<file path="src/nec_ir_pulse_decoder_macros.svh">
// Assertion macros for the NEC IR pulse decoder.
// Used by nec_ir_pulse_decoder.sv; expects clk and rst_n in scope.
`ifndef NEC_IR_PULSE_DECODER_MACROS_SVH
`define NEC_IR_PULSE_DECODER_MACROS_SVH

// Same-cycle implication, disabled during reset
`define NIR_ASSERT_IMPL(lbl, cond, expr) \
    lbl: assert property (@(posedge clk) disable iff (!rst_n) (cond) |-> (expr)) \
        else $error("nir: same-cycle check failed");

// Next-cycle implication, disabled during reset
`define NIR_ASSERT_NEXT(lbl, cond, expr) \
    lbl: assert property (@(posedge clk) disable iff (!rst_n) (cond) |=> (expr)) \
        else $error("nir: next-cycle check failed");

`endif

</file>
<file path="src/nir_pkg.sv">
// Shared types and constants for the NEC IR pulse decoder.
// No dependencies; imported by the interfaces and all modules.
`default_nettype none

package nir_pkg;

    // Field widths
    localparam int unsigned US_W     = 16;
    localparam int unsigned CODE_W   = 32;
    localparam int unsigned BUTTON_W = 8;
    localparam int unsigned PHASE_W  = 3;
    localparam int unsigned BITS_W   = 6;
    localparam int unsigned CFG_IDX_W = 8;

    // Command codes on the event channel
    localparam logic CMD_EDGE    = 1'b0;
    localparam logic CMD_TIMEOUT = 1'b1;

    // Configuration register indexes
    localparam logic [CFG_IDX_W-1:0] REG_LEADER_MARK_MIN  = 8'd0;
    localparam logic [CFG_IDX_W-1:0] REG_LEADER_MARK_MAX  = 8'd1;
    localparam logic [CFG_IDX_W-1:0] REG_LEADER_SPACE_MIN = 8'd2;
    localparam logic [CFG_IDX_W-1:0] REG_LEADER_SPACE_MAX = 8'd3;
    localparam logic [CFG_IDX_W-1:0] REG_PULSE_MIN        = 8'd4;
    localparam logic [CFG_IDX_W-1:0] REG_BIT_MARK_MAX     = 8'd5;
    localparam logic [CFG_IDX_W-1:0] REG_BIT_SPACE_MAX    = 8'd6;
    localparam logic [CFG_IDX_W-1:0] REG_ONE_THRESHOLD    = 8'd7;

    // Reset values of the timing registers, in microseconds
    localparam logic [US_W-1:0] RST_LEADER_MARK_MIN  = 16'd8500;
    localparam logic [US_W-1:0] RST_LEADER_MARK_MAX  = 16'd9500;
    localparam logic [US_W-1:0] RST_LEADER_SPACE_MIN = 16'd4000;
    localparam logic [US_W-1:0] RST_LEADER_SPACE_MAX = 16'd5000;
    localparam logic [US_W-1:0] RST_PULSE_MIN        = 16'd400;
    localparam logic [US_W-1:0] RST_BIT_MARK_MAX     = 16'd700;
    localparam logic [US_W-1:0] RST_BIT_SPACE_MAX    = 16'd1800;
    localparam logic [US_W-1:0] RST_ONE_THRESHOLD    = 16'd1000;

    // Decoder phase
    typedef enum logic [PHASE_W-1:0] {
        PH_IDLE   = 3'd0,
        PH_LMARK  = 3'd1,
        PH_LSPACE = 3'd2,
        PH_BMARK  = 3'd3,
        PH_BSPACE = 3'd4
    } nir_phase_t;

    // Timing register bank as seen by the decoder
    typedef struct packed {
        logic [US_W-1:0] leader_mark_min;
        logic [US_W-1:0] leader_mark_max;
        logic [US_W-1:0] leader_space_min;
        logic [US_W-1:0] leader_space_max;
        logic [US_W-1:0] pulse_min;
        logic [US_W-1:0] bit_mark_max;
        logic [US_W-1:0] bit_space_max;
        logic [US_W-1:0] one_threshold;
    } nir_cfg_t;

endpackage

`default_nettype wire

</file>
<file path="src/nir_evt_if.sv">
// Event channel: edge or timeout beats into the decoder.
// Depends on nir_pkg.
`default_nettype none

interface nir_evt_if;
    import nir_pkg::*;

    logic            valid;
    logic            ready;
    logic            command;
    logic [US_W-1:0] elapsed_us;

    modport source (output valid, command, elapsed_us, input ready);
    modport sink   (input valid, command, elapsed_us, output ready);
endinterface

`default_nettype wire

</file>
<file path="src/nir_res_if.sv">
// Result channel: one beat per accepted event.
// Depends on nir_pkg.
`default_nettype none

interface nir_res_if;
    import nir_pkg::*;

    logic                valid;
    logic                ready;
    logic                code_ready;
    logic [CODE_W-1:0]   frame_code;
    logic [BUTTON_W-1:0] button_code;
    logic [PHASE_W-1:0]  decoder_phase;

    modport source (output valid, code_ready, frame_code, button_code, decoder_phase,
                    input ready);
    modport sink   (input valid, code_ready, frame_code, button_code, decoder_phase,
                    output ready);
endinterface

`default_nettype wire

</file>
<file path="src/nir_cfg_if.sv">
// Configuration write channel: register index and data.
// Depends on nir_pkg.
`default_nettype none

interface nir_cfg_if;
    import nir_pkg::*;

    logic                 valid;
    logic                 ready;
    logic [CFG_IDX_W-1:0] index;
    logic [US_W-1:0]      data;

    modport source (output valid, index, data, input ready);
    modport sink   (input valid, index, data, output ready);
endinterface

`default_nettype wire

</file>
<file path="src/nir_cfg_regs.sv">
// Timing register bank of the NEC IR decoder, written over the config channel.
// Depends on nir_pkg and nir_cfg_if.
`default_nettype none

module nir_cfg_regs (
    input  wire logic         clk,
    input  wire logic         rst_n,
    nir_cfg_if.sink           cfg,
    output nir_pkg::nir_cfg_t regs
);
    import nir_pkg::*;

    nir_cfg_t regs_reg;
    nir_cfg_t regs_next;
    logic     wr_beat;

    // Always ready; indexes past the last register are dropped
    assign cfg.ready = 1'b1;
    assign wr_beat   = cfg.valid & cfg.ready;

    // Register select
    always_comb
    begin
        regs_next = regs_reg;
        if (wr_beat)
        begin
            case (cfg.index)
                REG_LEADER_MARK_MIN:  regs_next.leader_mark_min  = cfg.data;
                REG_LEADER_MARK_MAX:  regs_next.leader_mark_max  = cfg.data;
                REG_LEADER_SPACE_MIN: regs_next.leader_space_min = cfg.data;
                REG_LEADER_SPACE_MAX: regs_next.leader_space_max = cfg.data;
                REG_PULSE_MIN:        regs_next.pulse_min        = cfg.data;
                REG_BIT_MARK_MAX:     regs_next.bit_mark_max     = cfg.data;
                REG_BIT_SPACE_MAX:    regs_next.bit_space_max    = cfg.data;
                REG_ONE_THRESHOLD:    regs_next.one_threshold    = cfg.data;
                default:              regs_next = regs_reg;
            endcase
        end
    end

    always_ff @(posedge clk or negedge rst_n)
    begin
        if (!rst_n)
        begin
            regs_reg.leader_mark_min  <= RST_LEADER_MARK_MIN;
            regs_reg.leader_mark_max  <= RST_LEADER_MARK_MAX;
            regs_reg.leader_space_min <= RST_LEADER_SPACE_MIN;
            regs_reg.leader_space_max <= RST_LEADER_SPACE_MAX;
            regs_reg.pulse_min        <= RST_PULSE_MIN;
            regs_reg.bit_mark_max     <= RST_BIT_MARK_MAX;
            regs_reg.bit_space_max    <= RST_BIT_SPACE_MAX;
            regs_reg.one_threshold    <= RST_ONE_THRESHOLD;
        end
        else
        begin
            regs_reg <= regs_next;
        end
    end

    assign regs = regs_reg;

endmodule

`default_nettype wire

</file>
<file path="src/nec_ir_pulse_decoder.sv">
// NEC infrared frame decoder driven by edge-timing events.
//
// Channels: evt carries one beat per IR edge (command = edge) with the
// microseconds since the previous edge, or a timer overflow (command =
// timeout). res returns exactly one beat per evt beat: code_ready,
// frame_code, button_code (code bits 15:8) and the phase after the step.
// cfg writes the eight 16-bit timing bounds; it is always ready and
// should be used only while no event is in flight.
// The result register puts each result on res in the cycle after its evt beat.
// Throughput: one event per cycle while res is not held off; the next-phase,
// range compares and code shift are all combinational between the decoder
// state and the result register.
// Stall: when res is held off, the result register keeps its beat and
// evt.ready drops until it is taken; evt.ready is high again in the
// same cycle that res.ready takes the pending beat.
// Reset: phase idle, bit count and code cleared, timing bounds back to
// the standard NEC values, no result pending.
// Depends on nir_pkg, the channel interfaces, nir_cfg_regs and the macros.
`default_nettype none

`include "nec_ir_pulse_decoder_macros.svh"

module nec_ir_pulse_decoder #(
    parameter int unsigned FRAME_BITS = 32
) (
    input  wire logic clk,
    input  wire logic rst_n,
    nir_evt_if.sink   evt,
    nir_res_if.source res,
    nir_cfg_if.sink   cfg
);
    import nir_pkg::*;

    localparam logic [BITS_W-1:0] FRAME_LEN = BITS_W'(FRAME_BITS);
    localparam logic [BITS_W-1:0] BITS_SAT  = {BITS_W{1'b1}};

    nir_cfg_t tcfg;

    // Decoder state
    nir_phase_t        phase_reg, phase_next;
    logic [BITS_W-1:0] bits_reg, bits_next;
    logic [CODE_W-1:0] code_reg, code_next;

    // Result register
    logic                res_valid_reg, res_valid_next;
    logic                ready_flag_reg, ready_flag_next;
    logic [CODE_W-1:0]   fcode_reg, fcode_next;
    logic [BUTTON_W-1:0] bcode_reg, bcode_next;
    logic [PHASE_W-1:0]  dphase_reg;

    logic              evt_beat;
    logic              is_timeout;
    logic              lmark_ok, lspace_ok, bmark_ok, bspace_ok;
    logic              bit_one;
    logic [BITS_W-1:0] bits_inc;
    logic              frame_done;
    logic [CODE_W-1:0] code_shifted;

    nir_cfg_regs u_cfg_regs (
        .clk   (clk),
        .rst_n (rst_n),
        .cfg   (cfg),
        .regs  (tcfg)
    );

    // Handshake: accept whenever the result slot is free or being drained
    assign evt.ready  = !res_valid_reg || res.ready;
    assign evt_beat   = evt.valid && evt.ready;
    assign is_timeout = (evt.command == CMD_TIMEOUT);

    // Width checks, all bounds exclusive
    assign lmark_ok  = (tcfg.leader_mark_min < evt.elapsed_us)
                    && (evt.elapsed_us < tcfg.leader_mark_max);
    assign lspace_ok = (tcfg.leader_space_min < evt.elapsed_us)
                    && (evt.elapsed_us < tcfg.leader_space_max);
    assign bmark_ok  = (tcfg.pulse_min < evt.elapsed_us)
                    && (evt.elapsed_us < tcfg.bit_mark_max);
    assign bspace_ok = (tcfg.pulse_min < evt.elapsed_us)
                    && (evt.elapsed_us < tcfg.bit_space_max);
    assign bit_one   = (evt.elapsed_us > tcfg.one_threshold);

    // Bit count and shift for an accepted bit space
    assign bits_inc     = (bits_reg == BITS_SAT) ? bits_reg : bits_reg + 1'b1;
    assign frame_done   = (bits_inc >= FRAME_LEN);
    assign code_shifted = {code_reg[CODE_W-2:0], bit_one};

    // Next phase
    always_comb
    begin
        phase_next = phase_reg;
        if (evt_beat)
        begin
            if (is_timeout)
            begin
                phase_next = PH_IDLE;
            end
            else
            begin
                case (phase_reg)
                    PH_IDLE:   phase_next = PH_LMARK;
                    PH_LMARK:  phase_next = lmark_ok  ? PH_LSPACE : PH_IDLE;
                    PH_LSPACE: phase_next = lspace_ok ? PH_BMARK  : PH_IDLE;
                    PH_BMARK:  phase_next = bmark_ok  ? PH_BSPACE : PH_IDLE;
                    PH_BSPACE:
                    begin
                        if (bspace_ok && !frame_done)
                            phase_next = PH_BMARK;
                        else
                            phase_next = PH_IDLE;
                    end
                    // unused codes behave as idle: start a frame
                    default:   phase_next = PH_LMARK;
                endcase
            end
        end
    end

    // Datapath and result values
    always_comb
    begin
        bits_next       = bits_reg;
        code_next       = code_reg;
        ready_flag_next = 1'b0;
        fcode_next      = '0;
        bcode_next      = '0;
        if (evt_beat && !is_timeout)
        begin
            case (phase_reg)
                PH_LMARK, PH_LSPACE, PH_BMARK:
                begin
                    bits_next = bits_reg;
                end
                PH_BSPACE:
                begin
                    if (bspace_ok)
                    begin
                        bits_next = bits_inc;
                        code_next = code_shifted;
                        if (frame_done)
                        begin
                            ready_flag_next = 1'b1;
                            fcode_next      = code_shifted;
                            bcode_next      = code_shifted[15:8];
                        end
                    end
                end
                // idle or unused code: new frame
                default:
                begin
                    bits_next = '0;
                    code_next = '0;
                end
            endcase
        end
    end

    // Result slot occupancy
    always_comb
    begin
        if (evt_beat)
            res_valid_next = 1'b1;
        else if (res.ready)
            res_valid_next = 1'b0;
        else
            res_valid_next = res_valid_reg;
    end

    // Control registers
    always_ff @(posedge clk or negedge rst_n)
    begin
        if (!rst_n)
        begin
            phase_reg     <= PH_IDLE;
            bits_reg      <= '0;
            code_reg      <= '0;
            res_valid_reg <= 1'b0;
        end
        else
        begin
            phase_reg     <= phase_next;
            bits_reg      <= bits_next;
            code_reg      <= code_next;
            res_valid_reg <= res_valid_next;
        end
    end

    // Result payload, loaded per accepted beat
    always_ff @(posedge clk)
    begin
        if (evt_beat)
        begin
            ready_flag_reg <= ready_flag_next;
            fcode_reg      <= fcode_next;
            bcode_reg      <= bcode_next;
            dphase_reg     <= PHASE_W'(phase_next);
        end
    end

    assign res.valid         = res_valid_reg;
    assign res.code_ready    = ready_flag_reg;
    assign res.frame_code    = fcode_reg;
    assign res.button_code   = bcode_reg;
    assign res.decoder_phase = dphase_reg;

    // Checks
    `NIR_ASSERT_IMPL(a_done_goes_idle, res.valid && res.code_ready, res.decoder_phase == PH_IDLE)
    `NIR_ASSERT_IMPL(a_no_code_is_zero, res.valid && !res.code_ready, res.frame_code == '0)
    `NIR_ASSERT_IMPL(a_bits_bounded, phase_reg != PH_IDLE, bits_reg <= FRAME_LEN)
    `NIR_ASSERT_NEXT(a_beat_gives_result, evt_beat, res_valid_reg)

endmodule

`default_nettype wire

</file>
<file path="src/flat_wrapper.sv">
// flat-port wrapper written by rule: the top's interface ports become plain ports
module nec_ir_pulse_decoder_flat import nir_pkg::*;
#(
    parameter int unsigned FRAME_BITS = 32
)
  (clk, rst_n, evt_valid, evt_command, evt_elapsed_us, evt_ready, res_valid, res_code_ready, res_frame_code, res_button_code, res_decoder_phase, res_ready, cfg_valid, cfg_index, cfg_data, cfg_ready);
  nir_evt_if evt_i ();
  nir_res_if res_i ();
  nir_cfg_if cfg_i ();
  input  wire logic clk;
  input  wire logic rst_n;
  input wire logic [$bits(evt_i.valid)-1:0] evt_valid;
  input wire logic [$bits(evt_i.command)-1:0] evt_command;
  input wire logic [$bits(evt_i.elapsed_us)-1:0] evt_elapsed_us;
  output wire logic [$bits(evt_i.ready)-1:0] evt_ready;
  output wire logic [$bits(res_i.valid)-1:0] res_valid;
  output wire logic [$bits(res_i.code_ready)-1:0] res_code_ready;
  output wire logic [$bits(res_i.frame_code)-1:0] res_frame_code;
  output wire logic [$bits(res_i.button_code)-1:0] res_button_code;
  output wire logic [$bits(res_i.decoder_phase)-1:0] res_decoder_phase;
  input wire logic [$bits(res_i.ready)-1:0] res_ready;
  input wire logic [$bits(cfg_i.valid)-1:0] cfg_valid;
  input wire logic [$bits(cfg_i.index)-1:0] cfg_index;
  input wire logic [$bits(cfg_i.data)-1:0] cfg_data;
  output wire logic [$bits(cfg_i.ready)-1:0] cfg_ready;
  assign evt_i.valid = evt_valid;
  assign evt_i.command = evt_command;
  assign evt_i.elapsed_us = evt_elapsed_us;
  assign evt_ready = evt_i.ready;
  assign res_valid = res_i.valid;
  assign res_code_ready = res_i.code_ready;
  assign res_frame_code = res_i.frame_code;
  assign res_button_code = res_i.button_code;
  assign res_decoder_phase = res_i.decoder_phase;
  assign res_i.ready = res_ready;
  assign cfg_i.valid = cfg_valid;
  assign cfg_i.index = cfg_index;
  assign cfg_i.data = cfg_data;
  assign cfg_ready = cfg_i.ready;
  nec_ir_pulse_decoder #(.FRAME_BITS(FRAME_BITS)) u_core (.clk(clk), .rst_n(rst_n), .evt(evt_i), .res(res_i), .cfg(cfg_i));
endmodule
</file>
<file path="config.mk">
export PLATFORM = sky130hd
export DESIGN_NAME = nec_ir_pulse_decoder_flat
export DESIGN_NICKNAME = d
export VERILOG_FILES = /design/src/nir_pkg.sv /design/src/nir_evt_if.sv /design/src/nir_res_if.sv /design/src/nir_cfg_if.sv /design/src/nir_cfg_regs.sv /design/src/nec_ir_pulse_decoder.sv /design/src/flat_wrapper.sv
export VERILOG_INCLUDE_DIRS = /design/src /design/src/src
export SDC_FILE = /design/constraint.sdc
export NUM_CORES = 1
export LEC_CHECK = 0
export ABC_AREA = 1
export BUFFER_PORTS_ARGS = -buffer_cell sky130_fd_sc_hd__buf_2
export CAP_MARGIN = 20
export CORE_MARGIN = 5
export CORE_UTILIZATION = 31
export DETAILED_ROUTE_END_ITERATION = 8
export HOLD_SLACK_MARGIN = 0.08
export PLACE_DENSITY_LB_ADDON = 0.12
export SLEW_MARGIN = 15
export SYNTH_ARGS = -nofsm -noshare
export SYNTH_HDL_FRONTEND = slang
export SYNTH_HIERARCHICAL = 1
export SYNTH_SLANG_ARGS = --single-unit
</file>
<file path="constraint.sdc">
create_clock -name clk -period 2.8 [get_ports clk]
set_clock_uncertainty 0.2 [all_clocks]
set_input_delay 0.28 -clock clk [delete_from_list [all_inputs] [get_ports clk]]
set_output_delay 0.28 -clock clk [all_outputs]
set_load 0.01 [all_outputs]
</file>
==> qor.yml <==
status: "complete, no violations"
crit_path_start: "cfg_index[4]"
clock.fmax_mhz: 381.6
finalPower_mw: 7.459
fp.coreArea_sq_um: 37670
rsz0062_at_grt: "true"
hp-start: "evt_elapsed_us[14]"
cts_sinks: 205
final_cells: 2016
synth_top_area_share_pct: 27.07
ant_nets: 0
wl_um: 31460
dp_hpwl_um: 21940
synth_edf_count: 36
largest_reg_flops: 128
post_cts_resized: 0
ys_ff_latch: 205
clockBufferDepth: 3
yosys_warnings: 6
cts_post_setup_buffers_inserted: 0
fin_crit_sh_pct: 93.60
synthArstFlopShare_pct: 82.44
power_density_nw_per_um2: 534.9
drcViolationCount: 0
grt_pass1_wl_um: 50450
grt_start_max_net_pins: 63
utilization_pct: 37.02
syn_inst: 1384
avgSynthCellArea_sq_um: 8.549
worst_slack_ns: 0.1792
grt_antenna_before_repair: 2
vias_per_cell: 4.563
place_worst_setup_slack_ns: 0.1725
required_ns: 3.01
drive_above_1_share_pct: 17.96
cp-end-kind: "register"
fin_crit_ns: 2.621
postPlaceCellArea_sq_um: 12750
final_area_sq_um: 13940
numCtsBuffers: 26
worst_r2r_startpoint: "u_core/u_cfg_regs/regs[19]"
vias: 9198
io_buffers: 91
setup-violations-final: 0
grt_pass1_vias: 9031
synth.net_count: 1552
ys_top_cells_by_area: "dfrtp_1, nand2_1, ha_1, edfxtp_1, dfstp_2"
worstSkewPairLatency_ns: 0.53
worstSetupPathType: "in2reg"
worst_setup_path_start_kind: "input port"
post_drt_wl_per_cell_um: 15.60
dp_cells: 1934
grt_overflow: 0
yosysSeqAreaShare_pct: 45.32
area_growth_pct: 17.86
final_hold_viol_count: 0
ys_types: 39
ios: 93
relSlewSlack_pct: 51.47
grtUsageTotal_pct: 14.94
drt-pass1-iter-count: 4
drv_cap: 0
p_leak_nw: 6.718
worst-path-max-fanout: 16
yosysTopAreaCell: "dfrtp_1"
tightest_slew_ns: 0.7262
clk_pin_slew_ns: 0.06
syn_area_sq_um: 11830
initial_core_util_pct: 31.41
die_w_um: 205.4
hp-class: "in2reg"
nNetsFinal: 1652
synth_ff_type: "dfrtp_1"
drt_iter0_markers: 317
slew_viol_final: 0
num_rows: 71
ir_worst_vdd_v: 0.0004171
cts_root_buffer: "clkbuf_16"
dieArea_sq_um: 42170
die_y_um: 205.4
cts_tree: "yes"
gp_congestion: 0.7822
arrival_ns: 2.84
h-tree-depth: 1
==> path summary, 6_finish.rpt <==
| check | slack [ns] | to | cells past startpoint |
|---|---|---|---|
| max reg2reg | 0.29 | u_core/res.frame_code[13] | 14 |
| min in group asynchronous | 0.59 | u_core/u_cfg_regs/regs[77] | 3 |
| min reg2reg | 0.26 | u_core/u_cfg_regs/regs[41] | 2 |
| max in group asynchronous | 0.44 | u_core/bits_reg[2] | 4 |
| max | 0.18 | u_core/u_cfg_regs/regs[18] | 9 |
| min | 0.23 | u_core/phase_reg[2] | 5 |
==> area by class of cell <==
class,instances,area [sq um]
Antenna cell,2,5.005
Inverter,172,645.6
Clock buffer,35,725.7
Tap cell,511,639.4
Clock inverter,12,136.4
Fill cell,3965,23720
Timing Repair Buffer,145,999.7
Sequential cell,205,5361
Multi-Input combinational cell,934,5431
==> placed cells by master, fill, tap and decap left out, types with 17 or more instances in the layout <==
cell / n
nand3_1: 175
a21oi_1: 56
buf_4: 17
clkbuf_16: 27
o21ai_0: 21
buf_2: 90
nand2_1: 407
dfrtp_1: 128
o21ai_2: 28
dlygate4sd3_1: 33
nor3_2: 31
ha_1: 122
edfxtp_1: 36
dfstp_2: 41
inv_1: 168
nor2_1: 40
==> logic make-up (layout without fill, tap and decap cells) <==
kind of cell,after synthesis,after routing,share of synthesized area (%)
buffers and inverters,245,364,8.862
other,1,3,0.03170
flip-flops,205,205,45.32
AO/OA/AOI/OAI,118,118,6.240
AND/OR/NAND/NOR,693,693,26.65
adder cells (fa/ha/maj),122,122,12.90
==> layer usage <==
layer  vias up  GRT usage, %  wire length (um)
met5         -             0                 0
li1       4694             -                 -
met2       146         26.69             15460
met3        45         1.891              1106
met1      4313         19.20             14080
met4         0         3.684               810
==> metrics by stage <==
step	TNS [ns]	hold slack [ns]
2_1_floorplan	0	-0.2156
3_3_place_gp	0	0.06586
3_5_place_dp	0	0.06703
4_1_cts	0	0.2125
5_1_grt	-0.008971	0.2780
6_report	0	0.2281
==> synth_stat cells (21+ instances only) <==
cell type	count
nand2_1	407
nand3_1	175
inv_1	168
dfrtp_1	128
ha_1	122
a21oi_1	56
dfstp_2	41
nor2_1	40
edfxtp_1	36
nor3_2	31
o21ai_2	28
buf_2	25
o21ai_0	21
==> report_power, final <==
group,switching [mW],leakage (nW),internal (mW)
Combinational,0.535,3.75,0.296
Sequential,0.0608,2.55,3.18
Clock,1.31,0.417,2.08
Total,1.90,6.72,5.56
==> critical path, stage by stage <==
cell	delay, ns
dlygate4sd3_1	0.54
buf_2	0.13
nor2_1	0.07
dlygate4sd3_1	0.54
nand2_1	0.12
nor2_4	0.33
nand2_1	0.54
nand2_1	0.21
nand2_1	0.06
==> what timing repair did <==
| item | in CTS | in global routing |
|---|---|---|
| setup endpoints to repair | 0 | 1 |
| hold buffers | 33 | 0 |
| hold endpoints to repair | 276 | 0 |
(Power assumes the default switching activity.)
